[config.mk]
export PLATFORM = sky130hd
export DESIGN_NAME = svdp_divider
export DESIGN_NICKNAME = d
export VERILOG_FILES = /design/src/design/svdp_pkg.sv /design/src/design/svdp_divider.sv
export SDC_FILE = /design/constraint.sdc
export NUM_CORES = 1
export LEC_CHECK = 0
export ABC_AREA = 1
export BUFFER_PORTS_ARGS = -buffer_cell sky130_fd_sc_hd__buf_2
export CAP_MARGIN = 20
export CORE_MARGIN = 10
export CORE_UTILIZATION = 35
export DETAILED_ROUTE_END_ITERATION = 10
export PLACE_DENSITY = 0.61
export SLEW_MARGIN = 20
export SYNTH_ARGS = -nofsm -noshare
export SYNTH_HDL_FRONTEND = slang
export SYNTH_SLANG_ARGS = --single-unit
[constraint.sdc]
create_clock -name clk -period 5 [get_ports clk]
set_clock_uncertainty 0.2 [all_clocks]
set_input_delay 1 -clock clk [delete_from_list [all_inputs] [get_ports clk]]
set_output_delay 1 -clock clk [all_outputs]
set_load 0.03 [all_outputs]
[src/design/svdp_pkg.sv]
// Package for the SVD projection engine: widths, limits, codes, payload types.
// No dependencies.
package svdp_pkg;
	localparam int MaxInputs = 64;
	localparam int MaxOrder = 16;
	localparam int RowW = $clog2(MaxInputs);
	localparam int ColW = $clog2(MaxOrder);
	localparam int CntW = $clog2(MaxInputs + 2);
	localparam int AccW = 40;

	typedef enum logic [1:0] {
		FUNC_WEIGHT = 2'd0,
		FUNC_SINGULAR = 2'd1,
		FUNC_SAMPLE = 2'd2,
		FUNC_NONE = 2'd3
	} func_t;

	typedef enum logic [1:0] {
		ST_OK = 2'd0,
		ST_LENGTH = 2'd1,
		ST_ZERO_DIV = 2'd2
	} status_t;

	typedef enum logic [0:0] {
		REG_INPUT_COUNT = 1'd0,
		REG_ORDER_IN_USE = 1'd1
	} reg_idx_t;

	typedef enum logic [2:0] {
		S_IDLE, S_MAC, S_DIV, S_EMIT, S_ERR
	} state_t;

	typedef struct packed {
		logic [1:0] func;
		logic [5:0] row_index;
		logic [3:0] column_index;
		logic signed [15:0] value;
		logic last;
	} in_item_t;

	typedef struct packed {
		logic [3:0] coefficient_index;
		logic signed [31:0] coefficient;
		logic end_of_run;
		logic [1:0] status;
	} out_item_t;

	typedef struct packed {
		logic [6:0] index;
		logic [6:0] data;
	} cfg_item_t;

	// Control from sequencer to the cell row
	typedef struct packed {
		logic shift;
		logic mac;
		logic clear;
	} cell_ctl_t;
endpackage

[src/design/svdp_divider.sv]
// Restoring divider: magnitude of a 40-bit accumulator over 64*s, one bit a cycle.
// Depends on svdp_pkg.
module svdp_divider (
	input logic clk,
	input logic arst_n,
	input logic start,
	input logic signed [svdp_pkg::AccW-1:0] acc,
	input logic [15:0] sv,
	output logic done,
	output logic signed [31:0] quot,
	output logic zero
);
	import svdp_pkg::*;
	logic [AccW-1:0] num_q;
	logic [AccW-1:0] rem_q;
	logic [21:0] den_q;
	logic [5:0] cnt_q;
	logic busy_q, neg_q, zero_q, nz_q;
	logic [AccW:0] trial;
	logic [AccW-1:0] rsh;

	assign rsh = {rem_q[AccW-2:0], num_q[AccW-1]};
	assign trial = {1'b0, rsh} - {{(AccW-21){1'b0}}, den_q};

	// Shift one quotient bit per cycle
	always_ff @(posedge clk or negedge arst_n) begin
		if (!arst_n) begin
			busy_q <= 1'b0;
			done <= 1'b0;
		end else begin
			done <= 1'b0;
			if (start) begin
				busy_q <= 1'b1;
				cnt_q <= 6'(AccW);
				neg_q <= acc[AccW-1];
				nz_q <= acc != '0;
				zero_q <= sv == 16'd0;
				num_q <= acc[AccW-1] ? AccW'(-acc) : acc;
				rem_q <= '0;
				den_q <= {sv, 6'd0};
			end else if (busy_q) begin
				if (!trial[AccW]) begin
					rem_q <= trial[AccW-1:0];
					num_q <= {num_q[AccW-2:0], 1'b1};
				end else begin
					rem_q <= rsh;
					num_q <= {num_q[AccW-2:0], 1'b0};
				end
				cnt_q <= cnt_q - 6'd1;
				if (cnt_q == 6'd1) begin
					busy_q <= 1'b0;
					done <= 1'b1;
				end
			end
		end
	end

	// Sign and saturate; num_q now holds the magnitude quotient
	always_comb begin
		zero = zero_q;
		if (zero_q)
			quot = !nz_q ? 32'sd0 : (neg_q ? 32'sh80000000 : 32'sh7FFFFFFF);
		else if (neg_q)
			quot = (num_q > 40'h80000000) ? 32'sh80000000 : 32'(-num_q);
		else
			quot = (num_q > 40'h7FFFFFFF) ? 32'sh7FFFFFFF : num_q[31:0];
	end
endmodule

==> results.txt <==
Status: finished clean
Critical setup path kind: flop to output pin
Relative contribution of sequential cells to total power: 44.0%
Net count of the finished layout: 1485
Compound-cell area share of the yosys netlist: 11.6%
Total wirelength of the detailed-routed design: 27200 um
Detail Route Antenna Nets: 0
CP max FO: 31
Number of instances in the synthesized netlist: 1337
Max-capacitance violation count: 0
Combinational family with the most area after synthesis: simple AND/OR/NAND/NOR gates
Number of warnings printed during yosys synthesis: 0
Reg-to-Reg End: rem_q[7]
Post-cts repair resize count: 0
Leakage dissipation: 4.57 nW
Wire length of the first global-routing pass: 44100 um
Final setup vio count: 0
Drt pass-1 iters: 5
Standard-cell rows: 58
Portion of the clock cycle consumed by the worst path in the final layout: 84.8%
Die width: 180 um
Number of distinct library cells after synthesis: 39
Min Clock Period, post-route: 4240 ps
Sequential element share of the synthesized area: 35.3%
RSZ-0062 raised after global routing: no
Floorplan core area: 25300 um^2
Final Instance Count excl. Fillers: 1741
Setup slack of the worst register-to-register path: 1920 ps
Mean area per synthesized cell: 6.73 um^2
Multiplexer share of the synthesized area: 0%
Area occupied by multi-input gates: 4980 um^2
Count of H-tree levels built during CTS: 3
VDD IR-drop max: 0.222 mV
Critical path endpoint category: output pin
Total setup buffers inserted after CTS: 0
Vias in the first global route: 8354
Setup slack of the critical path after layout: 762 ps
Depth of the most critical reg-to-reg path: 11
Worst reg2reg startpoint: rem_q[14]
GRT Util Overall: 16.3%
Die Y: 180 um
Count of unresolved DRC violations after routing: 0
Worst setup SP type: flop
GR Overflow Total: 0
Post-route design area: 10000 um^2
Adder-Cell Fraction of Synth Area: 3.00%
Average wire per standard cell: 15.6 um
Number of pins exceeding their max-slew limit in the final report: 0
Filler cell count in the final layout: 2772
#FFs+latches synth: 106
Die Outline Area: 32500 um^2
Total Neg Setup Slack: 0 ps
CTS Buffer Depth: 2
Port buffer count: 92
Share of total power in the clock network: 26.1%
Total net switching power: 0.966 mW
Post-placement cell count: 1724
Worst path cell trace: nor2_1 -> nand3_1 -> nor3_2 -> nand2_1 -> nand2_4 -> nand2_4 -> o21ai_0 -> nand2_1 -> nand2_1 -> buf_2
Most frequently used flop master after synthesis: edfxtp_1
Max transition margin: 38.2%
Cell type with the highest occurrence count on the critical path: nand2_1
Vias/cell: 5.05
Pin count of the biggest net entering global routing: 48
Number of nets produced by synthesis: 1417
Via count of the routed design: 8794
Post-synth EDFFs: 104
Total area of sequential cells: 3170 um^2
Required time at the worst-slack endpoint: 3800 ps
Cell at the slowest stage of the critical path: nand2_1
Data arrival time of the worst path: 3040 ps
Synthesis-to-finish area growth: 11.1%
Worst min-delay path category: input port to async pin
I/O pin count: 93
Pre-CTS WS: 1190 ps
Area of placed instances: 9720 um^2
Final hold violations: 0
Clock insertion delay at the later pin of the skew report: 360 ps
Placer Congestion: 0.913
Iteration-0 DRC Markers: 809
Clk sink count: 106
Fraction of synthesized cell area in xor and xnor cells: 5.64%
Internal cell power: 1.70 mW
Antenna violations before repair: 1
Post-Synth Simple-Gate Area: 35.1%
Synthesized area: 9000 um^2
Clock transition time at the flip-flop clock pins of the worst setup and hold paths: 80 ps
Share of synthesized flip-flops with an asynchronous set or reset: 1.89%
Ratio of cells with drive above 1 in the final layout: 11.0%
Sw Ratio: 36.3%
Worst slew pin tran: 925 ps
Initial core utilization: 35.6%
Biggest cell delay along the critical path: 620 ps
Clock buffers created by TritonCTS: 9
Cell area power density: 267 nW/um^2
Achievable clock frequency: 236 MHz
Total of hold buffers inserted after clock tree synthesis: 0
Combinational Power Share: 29.9%
Final HPWL DP: 21300 um
CTS tree: done
Root cell of the clock tree: clkbuf_16
==> metrics by stage <==
step,total power [mW],hold slack (ps),util (%)
after floorplan,1.74,314,-
after detailed placement,1.98,346,38.5
after CTS,2.68,255,39.6
final,2.67,260,39.6
after global placement,1.97,340,38.5
after global routing,2.83,253,39.6
==> cell families after synthesis <==
family                   count (synthesis)
buffers and inverters                  212
flip-flops                             106
AND/OR/NAND/NOR                        737
XOR/XNOR                                58
AO/OA/AOI/OAI                          203
adder cells (fa/ha/maj)                 21
==> per-layer routing <==
layer | up-vias | global-route usage (%) | part of all wire (%)
li1 | 4508 | - | -
met1 | 4004 | 23.5 | 48
met2 | 264 | 24.8 | 43
met3 | 18 | 2.63 | 7.1
met4 | 0 | 3.54 | 1.0
met5 | - | 0 | 0
==> layout by cell type (no fill, tap or decap), types with 3 or more instances in the layout <==
master      count
a21oi_1        46
a31oi_1         3
buf_2          92
buf_4           7
clkbuf_16       9
clkinvlp_4      3
edfxtp_1      104
ha_1           20
inv_1         163
inv_2           7
nand2_1       406
nand2_2         6
nand3_1       107
nand3b_1        4
nand4_1        22
nor2_1        139
nor2_2         10
nor2_4          5
nor3_1         18
nor4_1          7
o21ai_0       111
o21ai_1        30
o22ai_1         8
or2_2           3
xnor2_1        18
xor2_1         40
==> how the worst max path moves through the flow <==
stage,startpoint,to,slack (ps),cells after the start
2_1_floorplan,num_q[1],quot[23],1920,13
3_3_place_gp,num_q[37],quot[22],1310,10
3_5_place_dp,num_q[39],quot[22],1190,10
4_1_cts,num_q[39],quot[22],790,10
5_1_grt,num_q[39],quot[5],510,10
6_report,num_q[39],quot[22],760,10
==> synth_stat cells, types with 8 or more instances <==
| cell | number | area (um^2) |
|---|---|---|
| xnor2_1 | 18 | 158 |
| a21oi_1 | 46 | 230 |
| edfxtp_1 | 104 | 3120 |
| xor2_1 | 40 | 350 |
| nor2_1 | 139 | 522 |
| nor2_2 | 10 | 62.6 |
| nand4_1 | 22 | 138 |
| nand2_1 | 406 | 1520 |
| inv_1 | 163 | 612 |
| nor3_1 | 18 | 90.1 |
| o22ai_1 | 8 | 50.1 |
| ha_1 | 20 | 250 |
| clkbuf_1 | 25 | 93.8 |
| o21ai_1 | 30 | 150 |
| nand3_1 | 107 | 536 |
| o21ai_0 | 111 | 556 |
==> registers in the layout (all words and copies together) (netlist names) <==
signal,cells
busy_q,1
nz_q,1
den_q,16
num_q,40
neg_q,1
done,1
zero,1
rem_q,39
cnt_q,6
==> power by group through the flow <==
| stage | logic (mW) | clock network [mW] | registers, mW |
|---|---|---|---|
| global placement | 0.787 | 0 | 1.19 |
| CTS | 0.798 | 0.708 | 1.17 |
| finish | 0.798 | 0.695 | 1.17 |
| floorplan | 0.582 | 0 | 1.16 |
| global route | 0.907 | 0.742 | 1.18 |
| detailed placement | 0.793 | 0 | 1.19 |
==> critical path: cells and delay by family, from the launching register on <==
family,cells,cell delay (ps)
buffers and inverters,1,220
DFF,1,400
and+or+nand+nor,8,1830
AOI/OAI and AO/OA,1,220
==> cell type report <==
| class | count | share of cell area, % |
|---|---|---|
| multi-input cells | 1019 | 49.8 |
| repair buffers | 99 | 5.13 |
| inverters | 170 | 6.38 |
| clock inverters | 6 | 0.501 |
| clock buffers | 10 | 2.29 |
| well taps | 330 | 4.13 |
| diodes | 1 | 0.0250 |
| flip-flops and latches | 106 | 31.7 |
(Power assumes the default switching activity.)
