===== config.mk =====
export PLATFORM = sky130hd
export DESIGN_NAME = svdp_cell
export DESIGN_NICKNAME = d
export VERILOG_FILES = /design/src/design/svdp_pkg.sv /design/src/design/svdp_cell.sv
export SDC_FILE = /design/constraint.sdc
export NUM_CORES = 1
export LEC_CHECK = 0
export ABC_CLOCK_PERIOD_IN_PS = 1300
export CAP_MARGIN = 30
export CORE_ASPECT_RATIO = 2
export CORE_MARGIN = 2
export CORE_UTILIZATION = 52
export CTS_BUF_LIST = sky130_fd_sc_hd__clkbuf_4
export CTS_CLUSTER_DIAMETER = 50
export DETAILED_ROUTE_END_ITERATION = 7
export DONT_BUFFER_PORTS = 1
export GPL_TIMING_DRIVEN = 0
export PLACE_DENSITY = 0.67
export SLEW_MARGIN = 20
export SYNTH_ARGS = -nofsm -noshare
export SYNTH_HDL_FRONTEND = slang
export SYNTH_SLANG_ARGS = --single-unit

===== constraint.sdc =====
create_clock -name clk -period 1.3 [get_ports clk]
set_clock_uncertainty 0.2 [all_clocks]
set_input_delay 0.065 -clock clk [delete_from_list [all_inputs] [get_ports clk]]
set_output_delay 0.065 -clock clk [all_outputs]
set_load 0.01 [all_outputs]

===== src/design/svdp_pkg.sv =====
// Package for the SVD projection engine: widths, limits, codes, payload types.
// No dependencies.
package svdp_pkg;
	localparam int MaxInputs = 64;
	localparam int MaxOrder = 16;
	localparam int RowW = $clog2(MaxInputs);
	localparam int ColW = $clog2(MaxOrder);
	localparam int CntW = $clog2(MaxInputs + 2);
	localparam int AccW = 40;

	typedef enum logic [1:0] {
		FUNC_WEIGHT = 2'd0,
		FUNC_SINGULAR = 2'd1,
		FUNC_SAMPLE = 2'd2,
		FUNC_NONE = 2'd3
	} func_t;

	typedef enum logic [1:0] {
		ST_OK = 2'd0,
		ST_LENGTH = 2'd1,
		ST_ZERO_DIV = 2'd2
	} status_t;

	typedef enum logic [0:0] {
		REG_INPUT_COUNT = 1'd0,
		REG_ORDER_IN_USE = 1'd1
	} reg_idx_t;

	typedef enum logic [2:0] {
		S_IDLE, S_MAC, S_DIV, S_EMIT, S_ERR
	} state_t;

	typedef struct packed {
		logic [1:0] func;
		logic [5:0] row_index;
		logic [3:0] column_index;
		logic signed [15:0] value;
		logic last;
	} in_item_t;

	typedef struct packed {
		logic [3:0] coefficient_index;
		logic signed [31:0] coefficient;
		logic end_of_run;
		logic [1:0] status;
	} out_item_t;

	typedef struct packed {
		logic [6:0] index;
		logic [6:0] data;
	} cfg_item_t;

	// Control from sequencer to the cell row
	typedef struct packed {
		logic shift;
		logic mac;
		logic clear;
	} cell_ctl_t;
endpackage


===== src/design/svdp_cell.sv =====
// One accumulator cell of the rotating chain: multiply-add or pass along.
// Depends on svdp_pkg.
module svdp_cell (
	input logic clk,
	input logic arst_n,
	input svdp_pkg::cell_ctl_t ctl,
	input logic signed [svdp_pkg::AccW-1:0] acc_in,
	input logic signed [15:0] weight,
	input logic signed [15:0] sample,
	output logic signed [svdp_pkg::AccW-1:0] acc_out
);
	import svdp_pkg::*;
	logic signed [31:0] prod;
	logic signed [AccW:0] sum;
	logic signed [AccW-1:0] nxt;
	localparam logic signed [AccW-1:0] AccMax = {1'b0, {(AccW-1){1'b1}}};
	localparam logic signed [AccW-1:0] AccMin = {1'b1, {(AccW-1){1'b0}}};

	// Add the product with 40-bit saturation
	always_comb begin
		prod = weight * sample;
		sum = {acc_in[AccW-1], acc_in} + {{(AccW-31){prod[31]}}, prod};
		if (sum[AccW] != sum[AccW-1])
			nxt = sum[AccW] ? AccMin : AccMax;
		else
			nxt = sum[AccW-1:0];
		if (!ctl.mac)
			nxt = acc_in;
	end

	// Clear, hold or take the value handed from the neighbor
	always_ff @(posedge clk or negedge arst_n) begin
		if (!arst_n)
			acc_out <= '0;
		else if (ctl.clear)
			acc_out <= '0;
		else if (ctl.shift)
			acc_out <= nxt;
	end
endmodule


==> results of run 1 <==
==> cell usage in the layout (no fill, tap or decap), drive strengths merged, types with 6 or more instances in the layout <==
| master | count |
|---|---|
| dfrtp | 40 |
| o21ai | 34 |
| fa | 334 |
| clkbuf | 36 |
| ha | 118 |
| inv | 416 |
| xnor2 | 25 |
| nor2b | 7 |
| xor2 | 13 |
| o31ai | 34 |
| nand2b | 7 |
| nand2 | 203 |
| and2 | 116 |
| nor3 | 7 |
| nor2 | 83 |
| a21boi | 6 |
| buf | 80 |
| nand4 | 7 |
| a21oi | 65 |
| a31oi | 7 |
| dlygate4sd3 | 45 |
| nand3 | 10 |
| o211ai | 6 |
| a21o | 12 |
| diode | 6 |
==> layer usage <==
layer	GRT usage [%]	share of wire (%)	up-vias	routed length, um
met5	0	0	-	0
met4	24.7	9.8	0	4710
met3	6.23	5.6	194	2700
met2	59.5	54	416	26100
met1	32.9	30	6198	14500
li1	-	-	5243	-
==> stage by stage <==
step / instances / hold WS, ns / setup WS [ns] / util [%]
4_1_cts: 2116 / 0.00536 / -4.82 / 60.6
2_1_floorplan: 1672 / -0.431 / -4.81 / -
3_3_place_gp: 2028 / -0.430 / -5.87 / 55.3
3_5_place_dp: 2028 / -0.430 / -5.90 / 55.3
5_1_grt: 2134 / 0.0705 / -4.99 / 62.4
6_report: 2139 / 0.0165 / -4.87 / 62.4
==> worst paths after layout <==
kind,cells after the start,endpoint,startpoint
min reg2reg,2,acc_out[19],acc_out[19]
max reg2reg,3,acc_out[26],acc_out[26]
max,23,acc_out[4],weight[3]
max in group asynchronous,3,acc_out[25],arst_n
min,4,acc_out[1],sample[1]
min in group asynchronous,3,acc_out[2],arst_n
==> repair_timing <==
item / in CTS / in global routing
hold buffers: 46 / 0
cloned: 6 / 3
endpoints found under the hold margin: 80 / 0
setup endpoints to repair: 40 / 40
resized for setup: 134 / 103
buffers inserted: 31 / 18
pin swaps: 23 / 43
==> cell families after synthesis <==
group / Yosys count / share of synthesized area, %
AND/OR/NAND/NOR: 462 / 14.6
XOR/XNOR: 38 / 2.36
buffers and inverters: 476 / 12.2
adder cells (fa/ha/maj): 453 / 54.8
multiplexers: 3 / 0.319
flip-flops: 40 / 6.71
AO/OA/AOI/OAI: 200 / 8.97
==> worst reg2reg max path, cell delays in order (launching register included) <==
cell and delay, ns:
dfrtp_1 0.46, nor2_1 0.07, a211oi_1 0.22, o21a_1 0.15
==> layout make-up <==
| class | count | area share (%) |
|---|---|---|
| Clock buffer | 5 | 0.213 |
| Timing Repair Buffer | 103 | 5.68 |
| Buffer | 53 | 3.57 |
| Sequential cell | 40 | 5.69 |
| Clock inverter | 2 | 0.341 |
| Tap cell | 356 | 2.53 |
| Multi-Input combinational cell | 1156 | 72.9 |
| Antenna cell | 6 | 0.0853 |
| Inverter | 417 | 8.94 |
| Timing Repair inverter | 1 | 0.0426 |
==> metrics.yaml, run 1 <==
outcome: "finished with violations"
violations: "setup timing"
fp.dieH_um: 243
ys.flop_type: "dfrtp_1"
fin_ws_ns: -4.87
ys_types: 67
fillers: 2473
critPathLaunchType: "input port"
routed_wl_um: 47900
final_cell_area_mm2: 0.0176
coreArea_mm2: 0.0282
grt_use_total_pct: 33.3
ys_seq_area_share_pct: 6.71
syn_nets: 2201
post-route-period-util_pct: 475
crit_chain: "clkbuf_16, and2_4, fa_1, inv_2, fa_1, inv_1, fa_1, fa_1, fa_1, inv_2, fa_1, inv_1, ha_4, a21o_1, or4_4, o21ai_4, a21oi_4, o21ai_4, buf_12, xnor2_4, o21bai_4, buf_4, o31ai_1"
synth-seq-cells: 40
yosys_warnings: 0
drv_slew: 0
crit_path_end_kind: "register"
ys_top_cells_by_count: "inv_1 (417), fa_1 (334), nand2_1 (203)"
synth_area_mm2: 0.0149
critPathSlowestCell: "fa_1"
fmax_mhz: 162
clockRootBuffer: "clkbuf_4"
grt_pass1_vias: 13500
synth_area_leaders: "fa_1 (45%), inv_1 (10%), ha_1 (9.9%), dfrtp_1 (6.7%), nand2_1 (5.1%)"
setup-violations-final: 40
port_buffers: 0
clock_sinks: 40
cts_max_level: 2
synth_top_area_share_pct: 44.9
vias_per_cell: 5.63
cts_inserted_buffers: 5
areaGrowthSynthToFinish_pct: 18.1
cp_top_family: "adder cells"
synth_edf_count: 0
dp_hpwl_um: 39400
drt_first_pass_iters: 5
final_layout_size_suffix_gt1_share_pct: 15.1
multi_input_area_mm2: 0.0128
critical_path_class: "in2reg"
cts_tree: "built"
finalHoldViolations: 0
cap_violations: 0
critPathMaxFanout: 8
crit_top_cell: "fa_1"
start_util_pct: 52.9
dieArea_mm2: 0.0301
synth_top_area_cell: "fa_1"
cts_buffer_depth: 2
synthArstFlopShare_pct: 100
gp_congestion: 0.959
regMostFlops: "acc_out"
antenna_found_initial: 2
clk_latency_ns: 0.37
route.detailed.drc: 0
tns_ns: -190.91
rows: 87
grt_max_degree: 41
wl_per_cell_um: 22.4
hold_class: "in2reg"
rrSetupSlack_ns: 0.16
seq_area_mm2: 0.00100
drt_iter0_markers: 503
critical_path_required_ns: 1.38
clkTransAtPathRegs_ns: 0.14
cpPeakStageDelay_ns: 0.56
reg_top3: "acc_out x40"
die_w_um: 124
pin_count: 117
vias: 12100
synth.most_common_cell: "inv_1"
min_period_ns: 6.17
syn_area_per_cell_um2: 8.92
grt_pass1_wl_um: 74000
drtAntennaViolNets: 0
nets: 2306
synthCells: 1672
largest_reg_flops: 40
rsz0062_at_grt: "true"
relSlewSlack_pct: 48.6
cp.arrival_ns: 6.25
cp_num_buf_inv: 7
grt_overflow_total: 0
worst_pin_slew_ns: 0.771
placed_cell_area_mm2: 0.0156
Power of run 1 is not shown: default switching activity piles up to over one toggle a cycle in this logic, so the estimate is an artifact.
==> run 2, diff against run 1 <==
--- a/config.mk
+++ b/config.mk
@@ -8,14 +8,14 @@
 export ABC_CLOCK_PERIOD_IN_PS = 1300
 export CAP_MARGIN = 30
 export CORE_ASPECT_RATIO = 2
-export CORE_MARGIN = 2
+export CORE_MARGIN = 1.5
 export CORE_UTILIZATION = 52
 export CTS_BUF_LIST = sky130_fd_sc_hd__clkbuf_4
 export CTS_CLUSTER_DIAMETER = 50
 export DETAILED_ROUTE_END_ITERATION = 7
 export DONT_BUFFER_PORTS = 1
 export GPL_TIMING_DRIVEN = 0
-export PLACE_DENSITY = 0.67
+export PLACE_DENSITY = 0.75
 export SLEW_MARGIN = 20
 export SYNTH_ARGS = -nofsm -noshare
 export SYNTH_HDL_FRONTEND = slang
==> metrics.yaml, run 2 (synthesis results as in run 1) <==
cts_buffer_depth: 2  # unchanged
final_layout_size_suffix_gt1_share_pct: 17.3  # +2.2 points
clkTransAtPathRegs_ns: 0.14  # about the same
route.detailed.drc: 0  # unchanged
fillers: 2224  # -10%
critical_path_class: "in2reg"
largest_reg_flops: 40  # unchanged
violations: "setup timing"
finalHoldViolations: 0  # unchanged
setup-violations-final: 40  # unchanged
start_util_pct: 52.9  # unchanged
gp_congestion: 1.03  # +7.4%
clk_latency_ns: 0.38  # about the same
dp_hpwl_um: 39400  # about the same
routed_wl_um: 49900  # +4.1%
vias_per_cell: 5.83  # +3.6%
grt_max_degree: 41  # unchanged
drv_slew: 0  # unchanged
fmax_mhz: 160  # -1.3%
rrSetupSlack_ns: 0.10  # -0.06 ns
worst_pin_slew_ns: 0.770  # -0.000706 ns
areaGrowthSynthToFinish_pct: 20.9
fin_util_pct: 63.9  # +1.5 points
worstHoldPathCells: 4  # unchanged
cap_violations: 0  # unchanged
coreArea_mm2: 0.0282  # unchanged
nets: 2333  # +1.2%
relSlewSlack_pct: 48.6  # about the same
seq_area_mm2: 0.00100  # unchanged
cts_tree: "built"
use_met2_pct: 60.3  # +0.81 points
final_cell_mix: "inv_1 (396), fa_1 (321), nand2_1 (189)"
hp-start: "sample[1]"
critPathLaunchType: "input port"
dp_worst_setup_slack_ns: -5.85  # +0.0439 ns
post-route-period-util_pct: 481  # +6.1 points
reg_top3: "acc_out x40"
grtUsageMet3_pct: 7.16  # +0.93 points
r2r_start: "acc_out[26]"
antenna_found_initial: 6  # +4
rows: 87  # unchanged
rr_worst_depth: 3  # unchanged
die_w_um: 123  # -0.81%
vias: 12600  # +4.9%
fin_ws_ns: -4.95  # -0.0792 ns
clockRootBuffer: "clkbuf_4"
crit_path_end_kind: "register"
hold_class: "in2reg"
drt_iter0_markers: 906  # +80%
wl_per_cell_um: 23.0  # +2.8%
regMostFlops: "acc_out"
gr-max-usage-layer: "met2"
critical_path_required_ns: 1.39  # about the same
grt_use_total_pct: 33.6  # +0.29 points
min_to: "acc_out[1]"
fp.dieH_um: 242  # -0.41%
port_buffers: 0  # unchanged
grt_overflow_total: 0  # unchanged
dieArea_mm2: 0.0298  # -1.2%
drt_first_pass_iters: 5  # unchanged
holdWs_ns: 0.0184  # +0.00188 ns
drtAntennaViolNets: 0  # unchanged
multi_input_area_mm2: 0.0130  # +1.2%
grt_use_met1_pct: 30.7  # -2.2 points
rsz0062_at_grt: "true"
grt_pass1_wl_um: 74500  # +0.59%
critPathMaxFanout: 10  # +2
cts_inserted_buffers: 5  # unchanged
outcome: "finished with violations"
cts_max_level: 2  # unchanged
grt_pass1_vias: 14000  # +3.8%
final_common_cell: "inv_1"
pin_count: 117  # unchanged
cp.arrival_ns: 6.34  # +0.09 ns
clock_sinks: 40  # unchanged
min_period_ns: 6.25  # +0.0792 ns
timing.rr.end: "acc_out[26]"
## run 2: changes by cell type in the layout (fill, tap and decap cells not counted), sizes merged
cell,before,now
clkbuf,36,40
clkinvlp,2,4
inv,416,415
buf,80,103
clkinv,0,1
bufinv,2,0
## run 2: per-layer routing
layer	wire length, um	up-vias
li1	-	5309
met1	14100	6340
met2	26200	643
met3	3480	342
met4	6160	4
met5	26	-
## run 2: area by class of cell
cell class                 instances  area share [%]
multi-input combinational       1156            72.1
inverter                         417            8.78
timing repair buffer             129            7.07
sequential                        40            5.55
buffer                            54            3.59
tap                              356            2.47
clock buffer                       5           0.208
antenna                            6          0.0833
clock inverter                     2          0.0694
timing repair inverter             1          0.0417
## run 2: through the flow
stage | instances | setup TNS [ns] | instance area (um^2)
2_1_floorplan | 1672 | -191.27 | 15200
3_3_place_gp | 2028 | -232.47 | 15600
3_5_place_dp | 2028 | -232.46 | 15600
4_1_cts | 2123 | -190.65 | 17100
5_1_grt | 2166 | -199.08 | 18000
6_report | 2166 | -193.02 | 18000
## run 2: worst max-delay path, stage by stage
cell and delay, ns:
clkbuf_8 0.16, nand2_1 0.10, fa_1 0.50, fa_1 0.53, fa_1 0.50, inv_1 0.05
fa_1 0.50, inv_2 0.05, fa_1 0.59, inv_2 0.06, fa_1 0.56, ha_4 0.24
a21oi_4 0.22, nor2_4 0.05, or4_4 0.53, o21ai_4 0.21, a21oi_4 0.08, o21ai_4 0.28
mux2i_4 0.32, buf_6 0.15, buf_12 0.12, clkbuf_16 0.14, a21oi_1 0.06, o31ai_1 0.26
## run 2: timing repair
item	CTS	global route
hold buffers	46	0
cloned	4	3
endpoints found under the hold margin	80	0
setup buffers	42	36
resized for setup	125	157
pin swaps	33	79
endpoints found under the setup margin	40	40
## run 2: worst max-delay path by stage
stage,start,to,slack [ns],cells after the start
floorplan,sample[1],acc_out[17],-4.81,24
global placement,sample[15],acc_out[30],-5.85,24
detailed placement,sample[15],acc_out[36],-5.85,24
CTS,weight[3],acc_out[3],-4.82,25
global route,weight[15],acc_out[9],-5.13,26
finish,weight[10],acc_out[9],-4.95,24
Power of run 2 is left out for the same reason.
